### src/rtl/core/polyev_pkg.sv
// Shared types, constants and register map of the polynomial evaluator.
package polyev_pkg;

   localparam int MAX_DEGREE_DEF = 6;
   localparam int FRAC_BITS_DEF  = 16;
   localparam int NUM_COEFS      = 7;
   localparam int VAL_W          = 32;
   localparam int DEG_W          = 3;
   localparam int ADDR_W         = 5;
   localparam int DATA_W         = 32;

   typedef enum logic [DEG_W-1:0] {
      REG_DEGREE,
      REG_COEF_0,
      REG_COEF_1,
      REG_COEF_2,
      REG_COEF_3,
      REG_COEF_4,
      REG_COEF_5,
      REG_COEF_6
   } polyev_reg_type;

   typedef struct packed {
      logic signed [VAL_W-1:0] acc;
      logic signed [VAL_W-1:0] x;
      logic                    ovf;
   } polyev_data_type;

   typedef struct packed {
      logic [DEG_W-1:0]                degree;
      logic [NUM_COEFS-1:0][VAL_W-1:0] coef;
   } polyev_cfg_type;

endpackage

### src/rtl/core/polyev_cell.sv
// One Horner step: multiply by x, round, add the coefficient, saturate.
module polyev_cell #(
   parameter int FRAC_BITS = polyev_pkg::FRAC_BITS_DEF
) (
   input  logic                              clock,
   input  logic                              reset,
   input  logic                              in_valid,
   output logic                              in_ready,
   input  polyev_pkg::polyev_data_type       in_data,
   input  logic signed [polyev_pkg::VAL_W-1:0] coef,
   output logic                              out_valid,
   input  logic                              out_ready,
   output polyev_pkg::polyev_data_type       out_data
);
   import polyev_pkg::*;

   localparam int PROD_W = 2 * VAL_W;
   localparam int SUM_W  = PROD_W + 1;
   localparam logic signed [PROD_W-1:0] HALF = PROD_W'(64'sd1 <<< (FRAC_BITS - 1));
   localparam logic signed [SUM_W-1:0]  VMAX = SUM_W'((65'sd1 <<< (VAL_W - 1)) - 65'sd1);
   localparam logic signed [SUM_W-1:0]  VMIN = SUM_W'(-(65'sd1 <<< (VAL_W - 1)));

   // stage 1: product
   logic                     s1_valid_ff;
   logic signed [PROD_W-1:0] prod_ff, prod_in;
   logic signed [VAL_W-1:0]  x_ff;
   logic                     ovf_ff;
   logic                     s1_ready;

   // stage 2: rounded, accumulated, clamped
   logic                     s2_valid_ff;
   polyev_data_type          res_ff, res_in;
   logic                     s2_ready;

   logic signed [PROD_W-1:0] rnd;
   logic signed [SUM_W-1:0]  sum;

   assign s2_ready = ~s2_valid_ff | out_ready;
   assign s1_ready = ~s1_valid_ff | s2_ready;
   assign in_ready = s1_ready;

   assign prod_in = PROD_W'(in_data.acc) * PROD_W'(in_data.x);

   always_ff @(posedge clock) begin
      if (reset) begin
         s1_valid_ff <= 1'b0;
      end else if (s1_ready) begin
         s1_valid_ff <= in_valid;
      end
   end

   always_ff @(posedge clock) begin
      if (s1_ready && in_valid) begin
         prod_ff <= prod_in;
         x_ff    <= in_data.x;
         ovf_ff  <= in_data.ovf;
      end
   end

   always_comb begin
      rnd        = (prod_ff + HALF) >>> FRAC_BITS;
      sum        = SUM_W'(rnd) + SUM_W'(coef);
      res_in.x   = x_ff;
      res_in.ovf = ovf_ff;
      res_in.acc = sum[VAL_W-1:0];
      if (sum > VMAX) begin
         res_in.acc = VMAX[VAL_W-1:0];
         res_in.ovf = 1'b1;
      end else if (sum < VMIN) begin
         res_in.acc = VMIN[VAL_W-1:0];
         res_in.ovf = 1'b1;
      end
   end

   always_ff @(posedge clock) begin
      if (reset) begin
         s2_valid_ff <= 1'b0;
      end else if (s2_ready) begin
         s2_valid_ff <= s1_valid_ff;
      end
   end

   always_ff @(posedge clock) begin
      if (s2_ready && s1_valid_ff) begin
         res_ff <= res_in;
      end
   end

   assign out_valid = s2_valid_ff;
   assign out_data  = res_ff;

endmodule

### config.mk
export PLATFORM = sky130hd
export DESIGN_NAME = polyev_cell
export DESIGN_NICKNAME = d
export VERILOG_FILES = /design/src/rtl/core/polyev_pkg.sv /design/src/rtl/core/polyev_cell.sv
export SDC_FILE = /design/constraint.sdc
export NUM_CORES = 2
export LEC_CHECK = 0
export BUFFER_PORTS_ARGS = -buffer_cell sky130_fd_sc_hd__buf_2
export CAP_MARGIN = 20
export CORE_MARGIN = 1
export CORE_UTILIZATION = 67
export CTS_CLUSTER_SIZE = 8
export DETAILED_ROUTE_END_ITERATION = 10
export PLACE_DENSITY = 0.85
export SLEW_MARGIN = 5
export SYNTH_ARGS = -nofsm -noshare
export SYNTH_HDL_FRONTEND = slang
export SYNTH_SLANG_ARGS = --single-unit
### constraint.sdc
create_clock -name clock -period 20.1 [get_ports clock]
set_input_delay 1.005 -clock clock [delete_from_list [all_inputs] [get_ports clock]]
set_output_delay 1.005 -clock clock [all_outputs]
set_load 0.01 [all_outputs]
## After elaboration in Yosys (flattened, before gate mapping)

Cells that the tools add are included.
Widths: inputs -> output; s select.

- Output and inout port bits: 67
- Bits in registers: 164
- Logic and storage cells: 21

- Add/sub/neg operators: 2
- Bitwise logic cells: 4
- Multipliers: 1
- $lt $le $gt $ge: 2
- Mux-type cells: 1
- Reduce and logical (&&, ||, !) cells: 3

Operator list:

| kind | count |
|---|---|
| $add 64x17->64 const B | 1 |
| $mul 32x32->64 | 1 |
| $add 48x32->49 | 1 |
| $gt 49x32->1 const B | 1 |
| $lt 49x32->1 const B | 1 |
| $mux 32 | 1 |
| $logic_and 1x1->1 | 2 |
| $not 1->1 | 2 |
| $or 1x1->1 | 2 |
| $reduce_or 2->1 | 1 |

## Depth between registers and ports, before layout

- Depth in word-level cells: 4
- Mapped depth: 28

## Worst setup path after synthesis

OpenSTA, ideal clock, no wires.

- Path kind: input-to-reg
- From: input port in_data[3] (netlist name)
- To: register prod_ff[61], data pin
- Data required time: 19827 ps
- Slack: 11548 ps
- Data arrival time: 8280 ps
- Stages: 24
- Cell sequence: clkbuf_1 nand2_1 inv_1 fa_1 fa_1 fa_1 fa_1 inv_1 fa_1 inv_1 fa_1 fa_1 fa_1 ha_1 clkbuf_1 a21o_1 a21oi_1 o21ai_0 a21o_1 a22o_1 a211oi_1 nor2_1 a2111oi_0 a311oi_1

- Longest elaborated chain between the ends: 1

Ends and longest elaborated chain:

| item | line | text |
|---|---|---|
| start: declaration | polyev_cell.sv:9 | `input polyev_pkg::polyev_data_type in_data,` |
| $mul 32x32->64 | polyev_cell.sv:42 | `assign prod_in = PROD_W'(in_data.acc) * PROD_W'(in_data.x);` |
| via prod_in[61] | polyev_cell.sv:25 | `logic signed [PROD_W-1:0] prod_ff, prod_in;` |
| end signal: assignment | polyev_cell.sv:54 | `prod_ff <= prod_in;` |
| end: declaration | polyev_cell.sv:25 |  |

The timed path passes the listed nets, and every way through them passes these cells.
A chain may end at the register's enable or synchronous reset.

## Worst setup path after layout

- From: input port in_data[4] (netlist name)
- To: register prod_ff[61], data pin

The elaborated chain is that of the path after synthesis.

==> metrics <==
DR vias/cell 6.09; WP data required just over 20000 ps; syn_area_per_cell 9.69 sq um; max-cap viol count 0; Min-Delay Startpoint x_ff[19]; Post-CTS Setup Repair Bufs 0; cts bufs inserted 17; CP arrival 9520 ps; nets 5966; Post-Synth Adder-Cell Area 0.554; setup TNS 0 ps; number of synthesized flops with an enable pin 147; most frequent cells in the layout 1082 x fa_1, 961 x inv_1, 574 x nand2_1; TritonCTS clock tree yes; Tightest Pin Transition 1170 ps; Synth Area in Simple Gates 0.158; Initial Utilization 0.683; post-synth net total between 5000 and 6000; Row Count 93; fin crit share 0.463; Post-Synth XOR/XNOR Area 0.0289; Placer Congestion roughly 1.0; initial DRC count approximately 3400; Hold-fix buffers, CTS 0; status finished, final reports clean; fill count approximately 4500; first-pass GRT wire length 193 mm; IO Pins 168; Die ar. 67100 sq um; hold endpoint out_data[20]; GRT Util Overall 0.379; Die X 259 um; PortBufs 167; Layout area overhead 4.20%; number of synthesized register bits 149; PostCTS Resize Cnt 0; complex-gate fraction of the synthesized area 0.0567; R2R Path End out_data[63]; routed vias 33044; CP Class input pin to flip-flop; endpoints failing hold 0; Setup violations, final 0; Die Ht 259 um; mux cell area share after synthesis 0.000226; min Tclk post-route 9310 ps; WL/cell around 22 um; mapped cell area between 40000 and 50000 sq um; Final ANT Viol Nets 0; CTS Sinks ~150; skew final 13.1 ps; largest net degree at the start of global routing between 70 and 80; Clock transition at path regs 80 ps; total gr overflow 0; DP HPWL 90.2 mm; residual DRC count 0; vias in the first global route ~35000; core area approximately 65000 sq um; H-tree Lvls 4; RSZ-0062 raised after global routing no; Max FO, Critical Path 33; WHS Path Cells 0; largest family of logic cells by synthesized area adder cells; R2R setup slack 13640 ps; ys async rst share 0; Main synth FF type edfxtp_1; Hold/Removal Path Class flip-flop to flip-flop; clock latency on the worst-skew pair 460 ps; count of unique library cells instantiated by Yosys 78; r2r startpoint prod_ff[17]; commonest non-fill, non-tap cell in the layout fa_1; Clock Path Buffers 2; CP Capture Type flip-flop; initial antenna violation count 3; clk root buf clkbuf_16; post-synthesis sequential area ratio 0.101; Worst setup SP type input pin; max_slew headroom 0.221; Post-Synthesis Cells 4567; share of layout cells above drive strength 1 0.0536; first drt pass iteration count 8; worst r2r path cells 20; Yosys Warn Count 0; FMAX 107 MHz; routed wire length 121 mm; Final Max Tran Viols 0
-- cell usage after synthesis (all sizes together) (12+ instances only) --
master	number	area share
or4	15	0.0025
o21a	12	0.0020
fa	1082	0.49
buf	13	0.0016
and3	24	0.0034
o211ai	15	0.0027
nand2	574	0.049
o21ai	66	0.0075
a21oi	117	0.013
clkbuf	212	0.018
nand2b	19	0.0027
inv	961	0.081
o21bai	16	0.0027
xor2	47	0.0093
edfxtp	147	0.10
nand4	36	0.0052
and2	523	0.074
a21boi	27	0.0046
nor2	89	0.0075
a211oi	17	0.0029
xnor2	99	0.020
a31oi	13	0.0018
nand3	45	0.0051
nor3	24	0.0028
a21o	46	0.0078
nor2b	13	0.0018
ha	229	0.065
-- worst max-delay path: stages --
cell and delay [ps]:
buf_2 630, and2_1 290, fa_1 480, fa_1 490, fa_1 780, fa_1 1050
inv_1 430, fa_1 590, inv_1 60, fa_1 560, fa_1 440, fa_1 460
ha_1 390, a21o_1 210, a21oi_1 120, o21ai_0 100, a21o_1 200, a22o_1 200
a211oi_1 330, nor2_1 150, a2111oi_0 450, a311oi_1 80
-- cell type report --
type                            instances  area (sq um)  area share
Clock buffer                           17           425     0.00922
Timing Repair Buffer                  193          1030      0.0224
Multi-Input combinational cell       3231         35400       0.766
Sequential cell                       149          4450      0.0966
Clock inverter                         15           178     0.00385
Tap cell                              855          1070      0.0232
Antenna cell                            2          5.00    0.000109
Inverter                              962          3610      0.0783
-- flip-flops by register name, summed over array words and instances, names as in the netlist --
name,flops
out_valid,1
out_data,65
x_ff,32
ovf_ff,1
s1_valid_ff,1
prod_ff,49
-- stage by stage --
stage,instances,worst slack (ps),util,hold WS [ps],area [sq um]
2_1_floorplan,4567,11550,-,400,44300
3_3_place_gp,5389,10630,0.702,401,45500
3_5_place_dp,5389,10420,0.702,405,45500
4_1_cts,5421,10900,0.711,418,46100
5_1_grt,5422,10390,0.712,426,46100
6_report,5424,10790,0.712,418,46100
-- worst max-delay path by stage --
stage / startpoint / end / slack [ps] / depth (start not counted)
after global routing: in_data[64] / prod_ff[61] / 10390 / 25
after floorplan: in_data[3] / prod_ff[61] / 11550 / 24
after CTS: in_data[4] / prod_ff[61] / 10900 / 22
final: in_data[4] / prod_ff[61] / 10790 / 22
after detailed placement: in_data[4] / prod_ff[61] / 10420 / 22
after global placement: in_data[4] / prod_ff[61] / 10630 / 22
-- logic make-up (layout without fill, tap and decap cells) --
kind of cell | after synthesis | in the layout
compound gates | 385 | 385
mux | 1 | 1
other cells | 0 | 2
simple gates | 1388 | 1388
xor+xnor | 146 | 146
buf+inv | 1187 | 1187
flops | 149 | 149
fa+ha+maj | 1311 | 1311
-- layer usage --
metal / track usage / up-vias / wire (um)
li1: - / 13687 / -
met1: 0.497 / 16540 / 43500
met2: 0.593 / 2299 / 54900
met3: 0.102 / 512 / 16000
met4: 0.173 / 6 / 6740
met5: 0 / - / 42
Power is left out: the tool's default activity adds up to more than one toggle a clock period on the data nets, which glitch-free logic cannot reach.
