===== src/rtl/core/polyev_pkg.sv =====
// Shared types, constants and register map of the polynomial evaluator.
package polyev_pkg;

   localparam int MAX_DEGREE_DEF = 6;
   localparam int FRAC_BITS_DEF  = 16;
   localparam int NUM_COEFS      = 7;
   localparam int VAL_W          = 32;
   localparam int DEG_W          = 3;
   localparam int ADDR_W         = 5;
   localparam int DATA_W         = 32;

   typedef enum logic [DEG_W-1:0] {
      REG_DEGREE,
      REG_COEF_0,
      REG_COEF_1,
      REG_COEF_2,
      REG_COEF_3,
      REG_COEF_4,
      REG_COEF_5,
      REG_COEF_6
   } polyev_reg_type;

   typedef struct packed {
      logic signed [VAL_W-1:0] acc;
      logic signed [VAL_W-1:0] x;
      logic                    ovf;
   } polyev_data_type;

   typedef struct packed {
      logic [DEG_W-1:0]                degree;
      logic [NUM_COEFS-1:0][VAL_W-1:0] coef;
   } polyev_cfg_type;

endpackage


===== src/rtl/core/polyev_csr.sv =====
// Configuration registers (degree and coefficients) behind an APB-style port.
module polyev_csr (
   input  logic                            clock,
   input  logic                            reset,
   input  logic                            psel,
   input  logic                            penable,
   input  logic                            pwrite,
   input  logic [polyev_pkg::ADDR_W-1:0]   paddr,
   input  logic [polyev_pkg::DATA_W-1:0]   pwdata,
   output logic [polyev_pkg::DATA_W-1:0]   prdata,
   output logic                            pready,
   output polyev_pkg::polyev_cfg_type      cfg
);
   import polyev_pkg::*;

   logic [DEG_W-1:0]                degree_ff;
   logic [NUM_COEFS-1:0][VAL_W-1:0] coef_ff;
   polyev_reg_type                  reg_sel;
   logic                            wr_en;
   logic [DEG_W-1:0]                coef_idx;

   assign reg_sel  = polyev_reg_type'(paddr[ADDR_W-1:2]);
   assign wr_en    = psel & penable & pwrite;
   assign coef_idx = DEG_W'(reg_sel - REG_COEF_0);
   assign pready   = 1'b1;

   always_ff @(posedge clock) begin
      if (reset) begin
         degree_ff <= '0;
         coef_ff   <= '0;
      end else if (wr_en) begin
         if (reg_sel == REG_DEGREE) begin
            degree_ff <= pwdata[DEG_W-1:0];
         end else begin
            coef_ff[coef_idx] <= pwdata[VAL_W-1:0];
         end
      end
   end

   always_comb begin
      unique case (reg_sel)
         REG_DEGREE: prdata = DATA_W'(degree_ff);
         REG_COEF_0, REG_COEF_1, REG_COEF_2, REG_COEF_3,
         REG_COEF_4, REG_COEF_5, REG_COEF_6: prdata = coef_ff[coef_idx];
         default: prdata = '0;
      endcase
   end

   assign cfg.degree = degree_ff;
   assign cfg.coef   = coef_ff;

endmodule


===== config.mk =====
export PLATFORM = sky130hd
export DESIGN_NAME = polyev_csr
export DESIGN_NICKNAME = d
export VERILOG_FILES = /design/src/rtl/core/polyev_pkg.sv /design/src/rtl/core/polyev_csr.sv
export SDC_FILE = /design/constraint.sdc
export NUM_CORES = 1
export LEC_CHECK = 0
export BUFFER_PORTS_ARGS = -buffer_cell sky130_fd_sc_hd__buf_2
export CORE_AREA = 2 2 150 152
export CTS_CLUSTER_DIAMETER = 200
export CTS_CLUSTER_SIZE = 24
export DETAILED_ROUTE_END_ITERATION = 12
export DIE_AREA = 0 0 152 154
export GPL_ROUTABILITY_DRIVEN = 0
export HOLD_SLACK_MARGIN = 0.12
export PLACE_DENSITY_LB_ADDON = 0.2
export SLEW_MARGIN = 20
export SYNTH_ARGS = -nofsm -noshare
export SYNTH_HDL_FRONTEND = slang
export SYNTH_SLANG_ARGS = --single-unit
export TNS_END_PERCENT = 50

===== constraint.sdc =====
create_clock -name clock -period 4 [get_ports clock]
set_clock_uncertainty 0.2 [all_clocks]
set_input_delay 0.8 -clock clock [delete_from_list [all_inputs] [get_ports clock]]
set_output_delay 0.8 -clock clock [all_outputs]
set_load 0.03 [all_outputs]

# Word-level counts from Yosys, hierarchy flattened
# Cells that the tools add are included.
[word_totals]
ff_bits = 227
output_inout_bits = 260
[op_classes]
n_addsub = 1
n_lt_le_gt_ge = 2
n_eq_ne = 7
n_mux = 6
bitwise = 3
reduce_logical = 5
[ops]
columns = ["op", "count"]
rows = [
  ["224-bit bitwise mux", 1],
  ["32-bit binary-select mux with 3-bit select", 1],
  ["32-bit demux with 3-bit select", 1],
  ["32-bit two-way mux", 2],
  ["32-bit case mux with 2 select lines", 1],
  ["3-bit == test, second input constant", 4],
  ["7-bit OR reduction", 1],
  ["3-bit by 2-bit == test with 1-bit output, second input constant", 2],
  ["3-bit by 4-bit less-than comparator with 1-bit output, second input constant", 1],
  ["2-bit AND reduction", 2],
  ["3-bit by 1-bit == test with 1-bit output, second input constant", 1],
  ["3-bit by 1-bit greater-or-equal comparator with 1-bit output, second input constant", 1],
  ["3-bit logical NOT", 1],
  ["3-bit by 1-bit subtractor with 3-bit output, second input constant", 1],
  ["1-bit bitwise AND", 2],
  ["1-bit logical AND", 1],
  ["1-bit NOT", 1],
]

# Longest topological paths before layout
[logic_depth]
depth_word = 6
depth_mapped = 10
depth_no_buf = 6

# Least setup slack after synthesis
# No wires, ideal clock.
[synth_path]
path_type = "input port to output port"
start = "input paddr[2] in the netlist's numbering"
end = "output prdata[12] in the netlist's numbering"
arrival_time_ns = 3.490
slack_ns = -0.490
cell_stages = 9
n_path_buf = 4
path_cell_list = "buf_2 > inv_1 > ha_1 > clkbuf_1 > nand2b_1 > clkbuf_1 > clkbuf_1 > a21oi_1 > a2111oi_1"
[synth_via]
elab_chain_cells = 4
elab_cells_between_ends = 13
cone_classes = "add/sub: 1; eq/ne: 7; mux: 3; reduce/logical: 2"
[synth_lines]
columns = ["item", "line", "rtl"]
rows = [
  ["from (decl)", "polyev_csr.sv:8", "input logic [polyev_pkg::ADDR_W-1:0] paddr,"],
  ["3-bit by 1-bit subtractor with 3-bit output", "polyev_csr.sv:24", "assign coef_idx = DEG_W'(reg_sel - REG_COEF_0);"],
  ["32-bit binary-select mux with 3-bit select", "polyev_csr.sv:44", "REG_COEF_4, REG_COEF_5, REG_COEF_6: prdata = coef_ff[coef_idx];"],
  ["32-bit two-way mux (implied by the code)", "polyev_csr.sv:44", ""],
  ["32-bit case mux with 2 select lines (*)", "polyev_csr.sv:41", "unique case (reg_sel)"],
  ["to (decl)", "polyev_csr.sv:10", "output logic [polyev_pkg::DATA_W-1:0] prdata,"],
]
# Every way passes the cells marked *; elsewhere a longest branch is shown, timed or not. The select of a mux whose other input is x is not followed.

# Worst setup path after layout
[layout_path]
start = "input paddr[2] in the netlist's numbering"
end = "output prdata[10] in the netlist's numbering"
# The elaborated chain is that of the path after synthesis.

==> flow_summary.toml <==
[status]
run_status = "finished, final reports clean"

[placement]
dpl.hpwl_mm = 23.2
port_buffers = 298
dp.cells = 1672
place_area_sq_mm = 0.0129

[clocking]
cts_buffers = 13
cts_setup_buffers = 0
clkSlewWorstSetupHoldPaths_ps = 100
postCtsHoldBufs = 0
cts_tree = "done"
post_cts_resized = 0
cts_max_path_buffers = 3
cts-root-buf = "clkbuf_16"
htree_levels = 1
cts.sinks = 227
clock_latency_ps = 470

[sta]
hold_viol = 0
grt_setup_unrepaired = "no"
max_freq_mhz = 258
worst_pin_slew_ps = 784
relSlewSlack = 0.475
setup_viol = 0
maxSlewViolCount = 0
period_minus_slack_ps = 3870
period_share = 0.968

[floorplan]
die_x_microns = 152
die_h_microns = 154
fp-row-count = 54
core_region_area_sq_mm = 0.0217
dieArea_sq_mm = 0.0234
io_pins = 302
start_util = 0.498

[worst_hold_path]
hold-path-endpoint = "cfg[161]"
hold_path_class = "reg2reg"
hold_start = "cfg[161]"
worstHoldPathCells = 2

[worst_setup_path]
cp_top_family = "compound AO/OA/AOI/OAI gates"
path_buf_inv = 5
r2r_setup_slack_ps = 3030
cp_slowest_cell = "a2111oi_1"
cp.arrival_ps = 2870
worst-setup-path-type = "in2out"
rr_worst_depth = 3
crit_path_end_kind = "output port"
max_stage_delay_ps = 440
path_cells = "buf_4 > inv_1 > buf_4 > ha_2 > nor2b_2 > a32o_1 > a2111oi_1 > buf_4 > buf_2"
cp_common_cell = "buf_4"
cp.depth = 9
crit_path_max_fanout = 10
rr_startpoint = "cfg[0]"
critPathLaunch = "paddr[2]"
r2r_end = "cfg[0]"
startpoint_type = "input pin"
cp.required_ps = 3000

[drt]
antenna_left = 0
drtPass1Iterations = 5
detail_route.wirelength_mm = 34.7
drc = 0
post_drt_wl_per_cell_microns = 20.5
drt-initial-drc-count = 680
vias_per_cell = 5.79
vias = 9771

[global_route]
grt_usage = 0.282
antenna_found_initial = 4
grt_overflow = 0
grt_max_degree = 97
grt_pass1_wl_mm = 53.4
grt_pass1_vias = 9176

[synth]
ys_types = 34
yosysWarnings = 0
ys_ff_latch = 227
synth_nets = 1198
syn_avg_cell_area_sq_um = 9.38
syn-cell-area_sq_mm = 0.0108
synth_flop_cell = "dfxtp_1"
synth_edf_count = 0
ys_seq_area_frac = 0.421
syn_inst = 1151
async_flop_share = 0

[final_layout]
area_growth_pct = 23.1
nNetsFinal = 1454
instances_no_fill = 1688
layout-drive-gt1-share = 0.301
final_area_sq_mm = 0.0133
fillers = 1918

[power_and_ir_drop]
max-vdd-ir-drop_uv = 245
p_leak_uw = 0.00616
pwr_density_cell_mw_per_mm2 = 329

[job]
drv_cap = 0
==> flip-flops by register name, indices dropped and copies added (netlist names) <==
register and count:
cfg 224, degree_ff 3
==> area by class of cell <==
type,count,area [sq um],area share
diodes,2,5.00,0.000376
clock buffers,13,325,0.0245
well taps,280,350,0.0263
multi-input cells,813,6000,0.451
inverters,2,7.51,0.000564
flip-flops and latches,227,4540,0.342
repair buffers,350,2050,0.154
clock inverters,1,16.3,0.00122
==> per-layer routing <==
| metal | vias up | global-route usage | share of wire |
|---|---|---|---|
| met5 | - | 0 | 0.00066 |
| met4 | 4 | 0.0743 | 0.020 |
| met3 | 53 | 0.0451 | 0.073 |
| met2 | 428 | 0.460 | 0.47 |
| met1 | 4739 | 0.391 | 0.44 |
| li1 | 4547 | - | - |
==> worst max path at each step <==
stage	endpoint	slack (ps)
2_1_floorplan	prdata[24]	-390
3_3_place_gp	prdata[10]	100
3_5_place_dp	prdata[7]	90
4_1_cts	prdata[10]	90
5_1_grt	prdata[19]	50
6_report	prdata[10]	130
==> per-stage QoR <==
| stage | hold WS (ps) | total power, uW | setup WS, ps | util | TNS, ps |
|---|---|---|---|---|---|
| finish | 289 | 4380 | 130 | 0.613 | 0 |
| detailed placement | 277 | 3100 | 92.5 | 0.597 | 0 |
| global route | 309 | 4530 | 50.2 | 0.613 | 0 |
| CTS | 293 | 4410 | 90.6 | 0.613 | 0 |
| global placement | 270 | 3090 | 104 | 0.597 | 0 |
| floorplan | 404 | 2810 | -392 | - | -2280 |
==> cell usage after synthesis, types with 13 or more instances <==
cell type,count,share of area
mux2_2,15,0.016
nor2b_1,67,0.039
nand2_1,36,0.013
mux2i_1,171,0.16
nor2_1,20,0.0070
a2111oi_1,13,0.012
a32o_1,17,0.016
o21ai_1,70,0.032
nand2b_1,164,0.095
dfxtp_1,227,0.42
nand3_1,38,0.018
clkbuf_1,78,0.027
buf_2,17,0.0079
a21oi_1,49,0.023
o21ai_0,90,0.042
==> cell usage in the layout, fill, tap and decap left out, drive strengths merged <==
cell and instances:
xor2 1, mux2 15, clkbuf 13, diode 2
a22oi 3, a221oi 12, mux4 12, a32o 17
and2 1, a2111oi 18, inv 2, o221ai 3
a2111o 1, and3 3, clkinv 1, nor2b 67
o21ai 160, mux2i 171, nor3 12, conb 1
nand2b 164, a21oi 49, buf 350, nand2 36
o22a 3, nand3 38, xnor2 1, ha 5
nor2 20, dfxtp 227
==> worst min-delay path, delay by kind of cell (launching register included) <==
family / cells / cell delay (ps)
flip-flops: 1 / 330
AND/OR/NAND/NOR: 1 / 60
multiplexers: 1 / 60
==> report_power, final <==
part	switching [uW]	total [uW]	internal [uW]	leakage, uW
combinational	494	754	261	0.00417
clock	740	1330	595	0.000167
sequential	15.5	2290	2280	0.00183
total	1250	4380	3130	0.00616
==> cells by family (layout without fill, tap and decap cells) <==
family                     Yosys count  in the layout  share of synthesized area
AOI/OAI and AO/OA                  266            266                      0.149
and+or+nand+nor                    341            341                      0.179
muxes                              198            198                      0.199
DFF                                227            227                      0.421
other                                1              3                   0.000347
adders and majority gates            5              5                    0.00579
buffers and inverters              111            366                     0.0433
xor gates and xnor gates             2              2                    0.00301
Power figures use the tool's default switching activity.
